[src/sv/pgsc_pkg.sv]
`default_nettype none
package pgsc_pkg;

   // Command codes carried in req_tuser
   localparam logic [1:0] CMD_START   = 2'd0;
   localparam logic [1:0] CMD_MOTION  = 2'd1;
   localparam logic [1:0] CMD_RELEASE = 2'd2;

   // Register indexes on the csr port
   localparam logic CSR_DIAG_ENABLE = 1'b0;
   localparam logic CSR_MIN_DELTA   = 1'b1;

   // Register reset values
   localparam logic       DIAG_ENABLE_RST = 1'b0;
   localparam logic [9:0] MIN_DELTA_RST   = 10'd80;

   // Direction codes
   localparam logic [2:0] DIR_UP         = 3'd0;
   localparam logic [2:0] DIR_RIGHT      = 3'd1;
   localparam logic [2:0] DIR_DOWN       = 3'd2;
   localparam logic [2:0] DIR_LEFT       = 3'd3;
   localparam logic [2:0] DIR_UP_RIGHT   = 3'd4;
   localparam logic [2:0] DIR_DOWN_RIGHT = 3'd5;
   localparam logic [2:0] DIR_DOWN_LEFT  = 3'd6;
   localparam logic [2:0] DIR_UP_LEFT    = 3'd7;

   // Field widths fixed by the item formats
   localparam int MOVE_W  = 13;
   localparam int INDEX_W = 5;
   localparam int TOTAL_W = 6;

   typedef enum logic [1:0] {
      ST_IDLE,
      ST_CLASSIFY,
      ST_READ,
      ST_EMIT
   } state_type;

   // Commands from controller to datapath
   typedef struct packed {
      logic clear_capture;
      logic acc_add;
      logic stroke_update;
      logic walk_clear;
      logic read_issue;
      logic out_load;
   } ctrl_type;

   // Status from datapath to controller
   typedef struct packed {
      logic out_free;
      logic walk_last;
   } stat_type;

endpackage
`default_nettype wire

[src/sv/pgsc_ctrl.sv]
`default_nettype none
module pgsc_ctrl (
   input  wire logic                clock,
   input  wire logic                reset,
   input  wire logic                req_tvalid,
   input  wire logic [1:0]          req_cmd,
   output      logic                req_tready,
   input  wire pgsc_pkg::stat_type  stat,
   output      pgsc_pkg::ctrl_type  ctrl
);

   pgsc_pkg::state_type state_ff, state_in;
   logic                armed_ff, armed_in;

   // State and armed flag
   always_ff @(posedge clock) begin
      if (reset) begin
         state_ff <= pgsc_pkg::ST_IDLE;
         armed_ff <= 1'b0;
      end else begin
         state_ff <= state_in;
         armed_ff <= armed_in;
      end
   end

   // Next state and commands
   always_comb begin
      state_in   = state_ff;
      armed_in   = armed_ff;
      ctrl       = '0;
      req_tready = 1'b0;
      unique case (state_ff)
         pgsc_pkg::ST_IDLE: begin
            req_tready = 1'b1;
            if (req_tvalid) begin
               unique case (req_cmd)
                  pgsc_pkg::CMD_START: begin
                     ctrl.clear_capture = 1'b1;
                     armed_in           = 1'b1;
                  end
                  pgsc_pkg::CMD_MOTION: begin
                     if (armed_ff) begin
                        ctrl.acc_add = 1'b1;
                        state_in     = pgsc_pkg::ST_CLASSIFY;
                     end
                  end
                  pgsc_pkg::CMD_RELEASE: begin
                     armed_in        = 1'b0;
                     ctrl.walk_clear = 1'b1;
                     state_in        = pgsc_pkg::ST_READ;
                  end
                  default: ;
               endcase
            end
         end
         pgsc_pkg::ST_CLASSIFY: begin
            ctrl.stroke_update = 1'b1;
            state_in           = pgsc_pkg::ST_IDLE;
         end
         pgsc_pkg::ST_READ: begin
            ctrl.read_issue = 1'b1;
            state_in        = pgsc_pkg::ST_EMIT;
         end
         pgsc_pkg::ST_EMIT: begin
            // Hold until the output register can take the item
            if (stat.out_free) begin
               ctrl.out_load = 1'b1;
               state_in = stat.walk_last ? pgsc_pkg::ST_IDLE : pgsc_pkg::ST_READ;
            end
         end
         default: state_in = pgsc_pkg::ST_IDLE;
      endcase
   end

endmodule
`default_nettype wire

[src/sv/pgsc_dpath.sv]
`default_nettype none
module pgsc_dpath #(
   parameter int MAX_STROKES = 32,
   parameter int ACC_WIDTH   = 16
) (
   input  wire logic                          clock,
   input  wire logic                          reset,
   input  wire pgsc_pkg::ctrl_type            ctrl,
   output      pgsc_pkg::stat_type            stat,
   input  wire logic signed [pgsc_pkg::MOVE_W-1:0] move_x,
   input  wire logic signed [pgsc_pkg::MOVE_W-1:0] move_y,
   input  wire logic                          csr_we,
   input  wire logic                          csr_addr,
   input  wire logic [9:0]                    csr_wdata,
   output      logic                          rsp_tvalid,
   input  wire logic                          rsp_tready,
   output      logic [2:0]                    out_code,
   output      logic [pgsc_pkg::INDEX_W-1:0]  out_index,
   output      logic [pgsc_pkg::TOTAL_W-1:0]  out_total,
   output      logic                          out_valid,
   output      logic                          out_last
);

   localparam int IDX_W = (MAX_STROKES > 1) ? $clog2(MAX_STROKES) : 1;
   localparam int CNT_W = $clog2(MAX_STROKES + 1);
   localparam int SUM_W = ACC_WIDTH + 2;

   // Configuration registers
   logic       diag_ff;
   logic [9:0] min_delta_ff;

   always_ff @(posedge clock) begin
      if (reset) begin
         diag_ff      <= pgsc_pkg::DIAG_ENABLE_RST;
         min_delta_ff <= pgsc_pkg::MIN_DELTA_RST;
      end else if (csr_we) begin
         unique case (csr_addr)
            pgsc_pkg::CSR_DIAG_ENABLE: diag_ff      <= csr_wdata[0];
            pgsc_pkg::CSR_MIN_DELTA:   min_delta_ff <= csr_wdata;
            default: ;
         endcase
      end
   end

   // Saturating accumulate
   logic signed [ACC_WIDTH-1:0] acc_x_ff, acc_y_ff;
   logic signed [ACC_WIDTH-1:0] sat_x, sat_y;
   logic signed [SUM_W-1:0]     sum_x, sum_y;

   function automatic logic [ACC_WIDTH-1:0] saturate(input logic [SUM_W-1:0] s);
      logic fits;
      fits = (s[SUM_W-1:ACC_WIDTH-1] == '0) || (s[SUM_W-1:ACC_WIDTH-1] == '1);
      if (fits)
         saturate = s[ACC_WIDTH-1:0];
      else if (s[SUM_W-1])
         saturate = {1'b1, {(ACC_WIDTH-1){1'b0}}};
      else
         saturate = {1'b0, {(ACC_WIDTH-1){1'b1}}};
   endfunction

   always_comb begin
      sum_x = {{(SUM_W-ACC_WIDTH){acc_x_ff[ACC_WIDTH-1]}}, acc_x_ff}
            + {{(SUM_W-pgsc_pkg::MOVE_W){move_x[pgsc_pkg::MOVE_W-1]}}, move_x};
      sum_y = {{(SUM_W-ACC_WIDTH){acc_y_ff[ACC_WIDTH-1]}}, acc_y_ff}
            + {{(SUM_W-pgsc_pkg::MOVE_W){move_y[pgsc_pkg::MOVE_W-1]}}, move_y};
      sat_x = saturate(sum_x);
      sat_y = saturate(sum_y);
   end

   // Classify accumulated motion into a direction
   logic [ACC_WIDTH-1:0] mag_x, mag_y, main_t, cross_t;
   logic                 big_x, big_y, use_x, use_y, dir_found;
   logic                 neg_x, neg_y;
   logic [2:0]           dir_code;

   always_comb begin
      neg_x   = acc_x_ff[ACC_WIDTH-1];
      neg_y   = acc_y_ff[ACC_WIDTH-1];
      mag_x   = neg_x ? -acc_x_ff : acc_x_ff;
      mag_y   = neg_y ? -acc_y_ff : acc_y_ff;
      main_t  = {{(ACC_WIDTH-10){1'b0}}, min_delta_ff};
      cross_t = {{(ACC_WIDTH-9){1'b0}}, min_delta_ff[9:1]};
      big_x   = mag_x > main_t;
      big_y   = mag_y > main_t;
      use_x   = big_x || (big_y && diag_ff && (mag_x > cross_t));
      use_y   = big_x ? (diag_ff && (mag_y > cross_t)) : big_y;
      dir_found = use_x || use_y;
      if (use_x && use_y) begin
         if (neg_x) dir_code = neg_y ? pgsc_pkg::DIR_UP_LEFT  : pgsc_pkg::DIR_DOWN_LEFT;
         else       dir_code = neg_y ? pgsc_pkg::DIR_UP_RIGHT : pgsc_pkg::DIR_DOWN_RIGHT;
      end else if (use_x) begin
         dir_code = neg_x ? pgsc_pkg::DIR_LEFT : pgsc_pkg::DIR_RIGHT;
      end else begin
         dir_code = neg_y ? pgsc_pkg::DIR_UP : pgsc_pkg::DIR_DOWN;
      end
   end

   // Accumulators, held direction and stroke count
   logic [2:0]       held_ff;
   logic             held_valid_ff;
   logic [CNT_W-1:0] count_ff;
   logic             new_dir, room;

   assign new_dir = dir_found && (!held_valid_ff || (dir_code != held_ff));
   assign room    = count_ff < CNT_W'(MAX_STROKES);

   always_ff @(posedge clock) begin
      if (reset || ctrl.clear_capture) begin
         acc_x_ff      <= '0;
         acc_y_ff      <= '0;
         held_valid_ff <= 1'b0;
         count_ff      <= '0;
      end else if (ctrl.acc_add) begin
         acc_x_ff <= sat_x;
         acc_y_ff <= sat_y;
      end else if (ctrl.stroke_update && dir_found) begin
         acc_x_ff <= '0;
         acc_y_ff <= '0;
         if (new_dir) begin
            held_valid_ff <= 1'b1;
            if (room) count_ff <= count_ff + CNT_W'(1);
         end
      end
   end

   always_ff @(posedge clock) begin
      if (ctrl.stroke_update && new_dir) held_ff <= dir_code;
   end

   // Stroke memory
   logic [2:0]       stroke_mem [MAX_STROKES];
   logic [2:0]       rd_data_ff;
   logic [CNT_W-1:0] walk_ff;

   always_ff @(posedge clock) begin
      if (ctrl.stroke_update && new_dir && room)
         stroke_mem[count_ff[IDX_W-1:0]] <= dir_code;
      if (ctrl.read_issue)
         rd_data_ff <= stroke_mem[walk_ff[IDX_W-1:0]];
   end

   // Report walk position
   logic        empty, walk_last;
   logic [31:0] walk_wide, count_wide;

   assign empty      = count_ff == '0;
   assign walk_last  = empty || ((walk_ff + CNT_W'(1)) == count_ff);
   assign walk_wide  = 32'(walk_ff);
   assign count_wide = 32'(count_ff);

   always_ff @(posedge clock) begin
      if (reset || ctrl.walk_clear)
         walk_ff <= '0;
      else if (ctrl.out_load)
         walk_ff <= walk_ff + CNT_W'(1);
   end

   // Output register
   logic rsp_valid_ff;

   always_ff @(posedge clock) begin
      if (reset)
         rsp_valid_ff <= 1'b0;
      else if (ctrl.out_load)
         rsp_valid_ff <= 1'b1;
      else if (rsp_tready)
         rsp_valid_ff <= 1'b0;
   end

   always_ff @(posedge clock) begin
      if (ctrl.out_load) begin
         out_code  <= empty ? pgsc_pkg::DIR_UP : rd_data_ff;
         out_index <= walk_wide[pgsc_pkg::INDEX_W-1:0];
         out_total <= count_wide[pgsc_pkg::TOTAL_W-1:0];
         out_valid <= !empty;
         out_last  <= walk_last;
      end
   end

   assign rsp_tvalid     = rsp_valid_ff;
   assign stat.out_free  = !rsp_valid_ff || rsp_tready;
   assign stat.walk_last = walk_last;

endmodule
`default_nettype wire

[src/sv/pointer_gesture_stroke_capture.sv]
`default_nettype none
// Pointer gesture stroke capture. A start item (req_tuser = 0) arms capture and
// clears the accumulators, held direction and stroke list. While armed, each motion
// item (req_tuser = 1) is added into saturating X/Y accumulators and then classified
// into one of eight directions against min_delta (cross axis min_delta/2 when
// diagonal detection is enabled); a direction differing from the held one is stored,
// up to MAX_STROKES. A release item (req_tuser = 2) disarms and reports the list, one
// result per stroke with rsp_tlast on the final one, or a single empty result with
// rsp_tuser = 0. A motion item is accumulated, then classified; a release item reads
// each reported result from stroke memory, then loads it into the output register,
// and waits while rsp_tready is held low. No item is accepted while a motion or a
// report is in progress.
// Configure only while idle.
module pointer_gesture_stroke_capture #(
   parameter int MAX_STROKES = 32,
   parameter int ACC_WIDTH   = 16
) (
   input  wire logic        clock,
   input  wire logic        reset,
   input  wire logic        req_tvalid,
   output      logic        req_tready,
   input  wire logic [31:0] req_tdata,   // move_x[12:0], move_y[25:13], zero pad
   input  wire logic [1:0]  req_tuser,   // cmd[1:0]
   output      logic        rsp_tvalid,
   input  wire logic        rsp_tready,
   output      logic [15:0] rsp_tdata,   // stroke_code[2:0], stroke_index[7:3],
                                         // stroke_total[13:8], zero pad
   output      logic        rsp_tuser,   // stroke_valid[0]
   output      logic        rsp_tlast,
   input  wire logic        csr_we,
   input  wire logic        csr_addr,
   input  wire logic [9:0]  csr_wdata
);

   pgsc_pkg::ctrl_type ctrl;
   pgsc_pkg::stat_type stat;

   logic [2:0]                   out_code;
   logic [pgsc_pkg::INDEX_W-1:0] out_index;
   logic [pgsc_pkg::TOTAL_W-1:0] out_total;

   pgsc_ctrl u_ctrl (
      .clock      (clock),
      .reset      (reset),
      .req_tvalid (req_tvalid),
      .req_cmd    (req_tuser),
      .req_tready (req_tready),
      .stat       (stat),
      .ctrl       (ctrl)
   );

   pgsc_dpath #(
      .MAX_STROKES (MAX_STROKES),
      .ACC_WIDTH   (ACC_WIDTH)
   ) u_dpath (
      .clock      (clock),
      .reset      (reset),
      .ctrl       (ctrl),
      .stat       (stat),
      .move_x     (req_tdata[12:0]),
      .move_y     (req_tdata[25:13]),
      .csr_we     (csr_we),
      .csr_addr   (csr_addr),
      .csr_wdata  (csr_wdata),
      .rsp_tvalid (rsp_tvalid),
      .rsp_tready (rsp_tready),
      .out_code   (out_code),
      .out_index  (out_index),
      .out_total  (out_total),
      .out_valid  (rsp_tuser),
      .out_last   (rsp_tlast)
   );

   // Pack the result fields
   assign rsp_tdata = {2'b00, out_total, out_index, out_code};

endmodule
`default_nettype wire
[config.mk]
export PLATFORM = sky130hd
export DESIGN_NAME = pointer_gesture_stroke_capture
export DESIGN_NICKNAME = d
export VERILOG_FILES = /design/src/sv/pgsc_pkg.sv /design/src/sv/pgsc_ctrl.sv /design/src/sv/pgsc_dpath.sv /design/src/sv/pointer_gesture_stroke_capture.sv
export SDC_FILE = /design/constraint.sdc
export NUM_CORES = 1
export LEC_CHECK = 0
export ABC_AREA = 1
export BUFFER_PORTS_ARGS = -buffer_cell sky130_fd_sc_hd__buf_2
export CORE_MARGIN = 2
export CORE_UTILIZATION = 60
export CTS_BUF_LIST = sky130_fd_sc_hd__clkbuf_4
export DETAILED_ROUTE_END_ITERATION = 7
export HOLD_SLACK_MARGIN = 0.15
export PLACE_DENSITY = 0.79
export RECOVER_POWER = 50
export SKIP_CTS_REPAIR_TIMING = 1
export SYNTH_ARGS = -nofsm -noshare
export SYNTH_HDL_FRONTEND = slang
export SYNTH_HIERARCHICAL = 1
export SYNTH_SLANG_ARGS = --single-unit
[constraint.sdc]
create_clock -name clock -period 4.7 [get_ports clock]
set_input_delay 0.94 -clock clock [delete_from_list [all_inputs] [get_ports clock]]
set_output_delay 0.94 -clock clock [all_outputs]
set_load 0.005 [all_outputs]
* Yosys cells after proc, flatten, opt, wreduce, memory -nomap -nowiden
Memory sizes are Yosys's and may differ from the RTL's. A register that Yosys moved wholly into a read port is not among the register bits.
Index checks and enable logic that the tools add are counted.
** Word-level totals
- Input port bits :: 50
- Logic and storage cells :: 118
- Output and inout bits :: 20
- Memory bits (writable) :: 96
- Memories kept :: 1
- Register bits :: 79
** Cells by class
- Eq/ne operators :: 13
- Add/sub/neg operators :: 6
- Reduce and logical (&&, ||, !) cells :: 34
- Multiplexer cells :: 41
- Bitwise gates (word level) :: 2
- Order comparisons :: 5
** Memories
- u_dpath.stroke_mem :: depth 32, bits a word 3, rd ports 1, clocked after Yosys merged registers in 1, write ports 1, RTL line pgsc_dpath.sv:131 : logic [2:0] stroke_mem [MAX_STROKES];
** Operator list (count)
- 2-to-1 mux 16 bit :: 9
- adder 16 x 13 -> 17 bit :: 2
- greater-than comparator 16 x 10 -> 1 bit :: 2
- greater-than comparator 16 x 9 -> 1 bit :: 2
- negator 16 bit :: 2
- 2-to-1 mux 1 bit :: 18
- 2-to-1 mux 2 bit :: 9
- adder 6 x 1 -> 6 bit, second input constant :: 2
- logical OR 1 bit :: 9
- logical AND 1 bit :: 8
- one-hot mux 2 bit (4 select lines) :: 1
- AND reduction 4 bit :: 2
- == test 2 bit, second input constant :: 3
- == test 3 bit, second input constant :: 2
- == test 6 bit :: 1
- zero test 3 bit :: 2
- zero test 6 bit :: 1
- < comparator 6 bit, second input constant :: 1
- 2-to-1 mux 3 bit :: 2
- AND reduction 3 bit :: 2
- nonzero test 2 bit :: 3
- == test 2 x 1 -> 1 bit, second input constant :: 2
- zero test 2 bit :: 2
- inequality test 2 bit, second input constant :: 2
- 8 further kinds :: 12

* Logic depth before layout (Yosys ltp)
- Depth after elaboration :: 15
- Mapped depth :: 28
- Depth with buffers taken out :: 27

* Hierarchy
Netlist, hierarchy kept.
** By module, submodules not included
- pgsc_dpath :: times used 1, sequential area each 4684.5 um2, cells each 1210, area each 10301.1 um2
- pgsc_ctrl :: times used 1, sequential area each 60.1 um2, cells each 37, area each 210.2 um2
- pointer_gesture_stroke_capture :: times used 1, sequential area each 0.0 um2, cells each 3, area each 18.8 um2

* Worst setup path after synthesis
OpenSTA, ideal clock, no wires.
- Kind :: reg-to-reg
- Start :: register u_dpath.acc_x_ff[0]
- End :: memory u_dpath.stroke_mem[11][0], enable pin
- Arrival :: 3.193 ns
- Stages on the path, launching flop included :: 28
- Clock period less this slack :: 3.538 ns
- Required time :: 4.355 ns
- Path slack :: 1.162 ns
- Path buffers :: 1
- Path through :: dfxtp_1 > inv_1 > ha_1 > inv_1 > nor3_4 > inv_1 > o21ai_0 > xor2_1 > ha_1 > nand2_1 > o21a_1 > nand2_1 > nand2_1 > nand2_1 > nand2_1 > nand2_1 > nor2_8 > nand2_4 > nand3_2 > nand2_1 > nand2_1 > nand2_2 > nand3_4 > nand2_4 > nor2_8 > nand2_4 > buf_6 > nor3_1
** Between the ends
- Word-level cells in the longest chain between the ends :: 14
- Elaborated cells on any way between the ends :: 18
** Ends and longest elaborated chain
- start, declared :: RTL line pgsc_dpath.sv:46 : logic signed [ACC_WIDTH-1:0] acc_x_ff, acc_y_ff;
- start signal, assigned :: RTL line pgsc_dpath.sv:114 : acc_x_ff <= sat_x;
- negator 16 bit :: RTL line pgsc_dpath.sv:79 : mag_x = neg_x ? -acc_x_ff : acc_x_ff;
- 2-to-1 mux 16 bit * :: RTL line pgsc_dpath.sv:79
- greater-than comparator 16 x 9 -> 1 bit :: RTL line pgsc_dpath.sv:85 : use_x = big_x || (big_y && diag_ff && (mag_x > cross_t));
- logical AND 1 bit :: RTL line pgsc_dpath.sv:85
- logical OR 1 bit :: RTL line pgsc_dpath.sv:85
- 2-to-1 mux 3 bit or logical AND 1 bit (tied branches) :: RTL line pgsc_dpath.sv:91, pgsc_dpath.sv:88
- 2-to-1 mux 3 bit :: RTL line pgsc_dpath.sv:88 : if (use_x && use_y) begin
- inequality test 3 bit :: RTL line pgsc_dpath.sv:104 : assign new_dir = dir_found && (!held_valid_ff || (dir_code != held_ff));
- logical OR 1 bit :: RTL line pgsc_dpath.sv:104
- logical AND 1 bit * :: RTL line pgsc_dpath.sv:104
- logical AND 1 bit * (2 in series) :: RTL line pgsc_dpath.sv:136 : if (ctrl.stroke_update && new_dir && room)
- 2-to-1 mux 1 bit * :: RTL line pgsc_dpath.sv:136
- 2-to-1 mux 1 bit (implied by the code) * :: RTL line pgsc_dpath.sv:137 : stroke_mem[count_ff[IDX_W-1:0]] <= dir_code;
- end, declared :: RTL line pgsc_dpath.sv:131
Every way passes the cells marked *; elsewhere a longest branch is shown, timed or not.

* Final worst setup path
- Start :: register u_dpath.acc_x_ff[0]
- End :: memory u_dpath.stroke_mem[4][1], data pin
** Between the ends
- Word-level cells in the longest chain between the ends :: 7
- Elaborated cells on any way between the ends :: 10
** Ends and longest elaborated chain
- negator 16 bit :: RTL line pgsc_dpath.sv:79
- 2-to-1 mux 16 bit * :: RTL line pgsc_dpath.sv:79
- greater-than comparator 16 x 9 -> 1 bit :: RTL line pgsc_dpath.sv:85
- logical AND 1 bit :: RTL line pgsc_dpath.sv:85
- logical OR 1 bit :: RTL line pgsc_dpath.sv:85
- 2-to-1 mux 3 bit or logical AND 1 bit (tied branches) :: RTL line pgsc_dpath.sv:91, pgsc_dpath.sv:88
- 2-to-1 mux 3 bit * :: RTL line pgsc_dpath.sv:88
- net u_dpath.dir_code[1] :: RTL line pgsc_dpath.sv:74 : logic [2:0] dir_code;
Mark *: on every way through the listed nets, which the timed path passes. The rest lies on a longest branch.

==> metrics.txt <==
status=finished with violations; failing checks=capacitance limit, slew limit; number of global-route vias before repair=8,139; Placer Congestion=slightly below 0.9; Cells after Synth=around 1,300; I/O pin total=70; Worst Path Arrival=~4300 ps; Tcrit/Tclk final=between 80% and 90%; Power Total=between 2 and 3 mW; FILL cells=between 1,000 and 1,500; Synthesis Warnings=6; most frequent CP cell=nand2_1; EDFF count, synth=118; Netlist cell types=between 50 and 60; Root Driver=clkbuf_4; Slew @ Worst Pin=~2100 ps; setup TNS=0 ps; CTS Sinks=178; clk buf depth=2; Initial Util=between 60% and 70%; synthesized area per cell=about 8.4 µm²; Via-to-Cell Ratio=5.648; Layout area overhead=7.213%; Setup WS post-layout=about 560 ps; TritonCTS clock tree=built; Setup Skew=between 20 and 30 ps; PortBufs=61; setup repair after global routing missed its margin=no; clock transition at the registers of the reported paths=between 150 and 200 ps; CP endpoint kind=flop; dominant synthesized flop cell=edfxtp_1; Hold Crit Class=reg -> reg; Remaining DRCs=0; # nets final=roughly 1,400; kind of critical path=reg -> reg; Total GRT Usage=a little over a quarter; met3 usage=4.810%; pwr dens=~250 nW/µm²; met1 Track Usage GR=33.29%; WL/cell=~15 µm; CP max FO=33; 1st-pass router iterations=5; register area share after synthesis=45.06%; CORE AREA=between 15,000 and 20,000 µm²; crit path max-delay cell type=clkbuf_1; Synth Cell Area=between 10,000 and 15,000 µm²; worst vdd ir=approximately 0.00025 V; initial DRC count=about 590; largest net degree at the start of global routing=between 50 and 60; remaining antenna violation count=0; final hold violation count=0; P_leak=about 5.0 nW; num rows=48; via count=a little under 9,000; Async SR Flop Fraction=0%; fin. max-slew vios=54; pre-CTS WS=just over 600 ps; GRT busiest layer=met2; share of layout cells above drive strength 1=9.271%; grt ovf=0; type of origin of the critical path=flop; hpwl dp=roughly 17,000 µm; Max Freq=~240 MHz; Final setup violation count=0; Clk Latency, worst-skew pair=between 500 and 600 ps; CP peak stage delay=between 1000 and 1500 ps; Worst EP required=slightly below 5000 ps; post-layout min period=between 4000 and 5000 ps; Rel. slew slack=-41.10%; full die area=between 15,000 and 20,000 µm²; Die Wd=between 100 and 150 µm; antenna violations before repair=1; met2 Use GR=a little under half; final WL=about 24,000 µm; H-tree Lvls=4; height of the die=136.5 µm; total of max-cap violations=1; number of buffers created by CTS=17; global-route wire length before repair=a little under 40,000 µm; critical path cell sequence=inv_1 -> ha_1 -> inv_1 -> nor3_4 -> inv_1 -> o21ai_0 -> xor2_1 -> ha_1 -> nand2_1 -> o21a_1 -> nand2_1 -> nand2_1 -> nand2_1 -> nand2_1 -> nand2_1 -> nor2_8 -> nand3_1 -> nand2_1 -> clkbuf_1; Yosys reg bits=about 180
-- routing by layer --
| metal | up-vias | wire length (µm) |
|---|---|---|
| met4 | 0 | 554 |
| li1 | 4388 | - |
| met2 | 247 | 11700 |
| met5 | - | 0 |
| met1 | 4041 | 10140 |
| met3 | 33 | 1130 |
-- per-stage QoR --
| step | hold WS (ps) | util [%] | std cells | cell area (µm²) |
|---|---|---|---|---|
| 2_1_floorplan | 406.4 | - | 1251 | 10530 |
| 3_3_place_gp | 449.8 | 64.11 | 1509 | 11050 |
| 3_5_place_dp | 449.8 | 64.11 | 1509 | 11050 |
| 4_1_cts | 488.1 | 65.79 | 1541 | 11340 |
| 5_1_grt | 483.4 | 65.50 | 1542 | 11290 |
| 6_report | 489.6 | 65.50 | 1542 | 11290 |
-- cell type report --
cell class	instances	area (µm²)	area share [%]
clock inverters	15	161.4	1.430
diodes	1	2.502	0.02217
multi-input cells	914	5161	45.72
repair buffers	74	367.9	3.258
flip-flops and latches	178	4745	42.03
well taps	225	281.5	2.494
inverters	118	442.9	3.923
clock buffers	17	127.6	1.130
-- state kept, by name, indices dropped and copies added (netlist names) --
name,count
u_ctrl/state_ff,2
u_dpath/count_ff,6
u_dpath/rd_data_ff,3
u_dpath/out_valid,1
u_dpath/walk_ff,6
u_ctrl/armed_ff,1
u_dpath/diag_ff,1
u_dpath/held_valid_ff,1
u_dpath/stroke_mem,96
u_dpath/out_total,6
u_dpath/acc_x_ff,16
u_dpath/out_index,5
u_dpath/min_delta_ff,10
u_dpath/acc_y_ff,16
u_dpath/out_last,1
u_dpath/rsp_tvalid,1
u_dpath/out_code,3
u_dpath/held_ff,3
-- placed cells by master (no fill, tap or decap), types with 6 or more instances in the layout --
| cell type | netlist | routed |
|---|---|---|
| a21oi_1 | 100 | 100 |
| a31oi_1 | 9 | 9 |
| buf_2 | 2 | 51 |
| buf_4 | 3 | 7 |
| clkbuf_1 | 34 | 15 |
| clkbuf_4 | 0 | 17 |
| clkinv_1 | 5 | 6 |
| dfxtp_1 | 60 | 60 |
| edfxtp_1 | 118 | 118 |
| ha_1 | 77 | 77 |
| inv_1 | 104 | 104 |
| inv_2 | 9 | 9 |
| nand2_1 | 256 | 256 |
| nand3_1 | 57 | 58 |
| nand4_1 | 10 | 10 |
| nor2_1 | 145 | 145 |
| nor3_1 | 20 | 20 |
| o21ai_0 | 109 | 109 |
| o221ai_1 | 14 | 14 |
| o22ai_1 | 10 | 10 |
| xnor2_1 | 11 | 11 |
| xor2_1 | 38 | 38 |
-- kinds of logic after synthesis --
family	synth area share (%)
compound gates	14.07
simple gates	21.36
xor+xnor	4.076
flops	45.06
buf+inv	5.870
other cells	0.03561
fa+ha+maj	9.529
-- report_power, final --
| part | switching, mW | internal, mW | leakage (nW) |
|---|---|---|---|
| logic | 0.192 | 0.0934 | 3.22 |
| registers | 0.00998 | 1.69 | 1.61 |
| clock network | 0.607 | 0.248 | 0.157 |
-- final timing paths --
path | startpoint | endpoint | slack, ps | cells past startpoint
worst max-delay path | u_dpath/acc_x_ff[0] | u_dpath/stroke_mem[4][1] | 560 | 19
worst min-delay path | u_dpath/count_ff[5] | u_dpath/out_total[5] | 490 | 0
worst max register to register | u_dpath/acc_x_ff[0] | u_dpath/stroke_mem[4][1] | 560 | 19
worst min register to register | u_dpath/count_ff[5] | u_dpath/out_total[5] | 490 | 0
-- synthesized netlist by cell type, types with 3 or more instances --
cell type / instances / area share (%)
a21oi_1: 100 / 4.8
a31oi_1: 9 / 0.53
buf_4: 3 / 0.21
clkbuf_1: 34 / 1.2
clkinv_1: 5 / 0.18
dfxtp_1: 60 / 11
edfxtp_1: 118 / 34
ha_1: 77 / 9.1
inv_1: 104 / 3.7
inv_2: 9 / 0.32
nand2_1: 256 / 9.1
nand2_4: 4 / 0.43
nand3_1: 57 / 2.7
nand3_2: 5 / 0.48
nand4_1: 10 / 0.59
nor2_1: 145 / 5.2
nor2_2: 3 / 0.18
nor3_1: 20 / 0.95
o211ai_1: 4 / 0.29
o21ai_0: 109 / 5.2
o21bai_1: 3 / 0.21
o221ai_1: 14 / 1.2
o22ai_1: 10 / 0.59
o31ai_1: 3 / 0.21
xnor2_1: 11 / 0.91
xor2_1: 38 / 3.2
-- worst max-delay path, delay by kind of cell, from the launching register on --
family | cells | cell delay (ps)
adder cells (fa/ha/maj) | 2 | 450
flip-flops | 1 | 350
AO/OA/AOI/OAI | 2 | 330
XOR/XNOR | 1 | 230
AND/OR/NAND/NOR | 10 | 1000
buffers and inverters | 4 | 1360
Note: power is estimated with default switching activity, not from simulation.
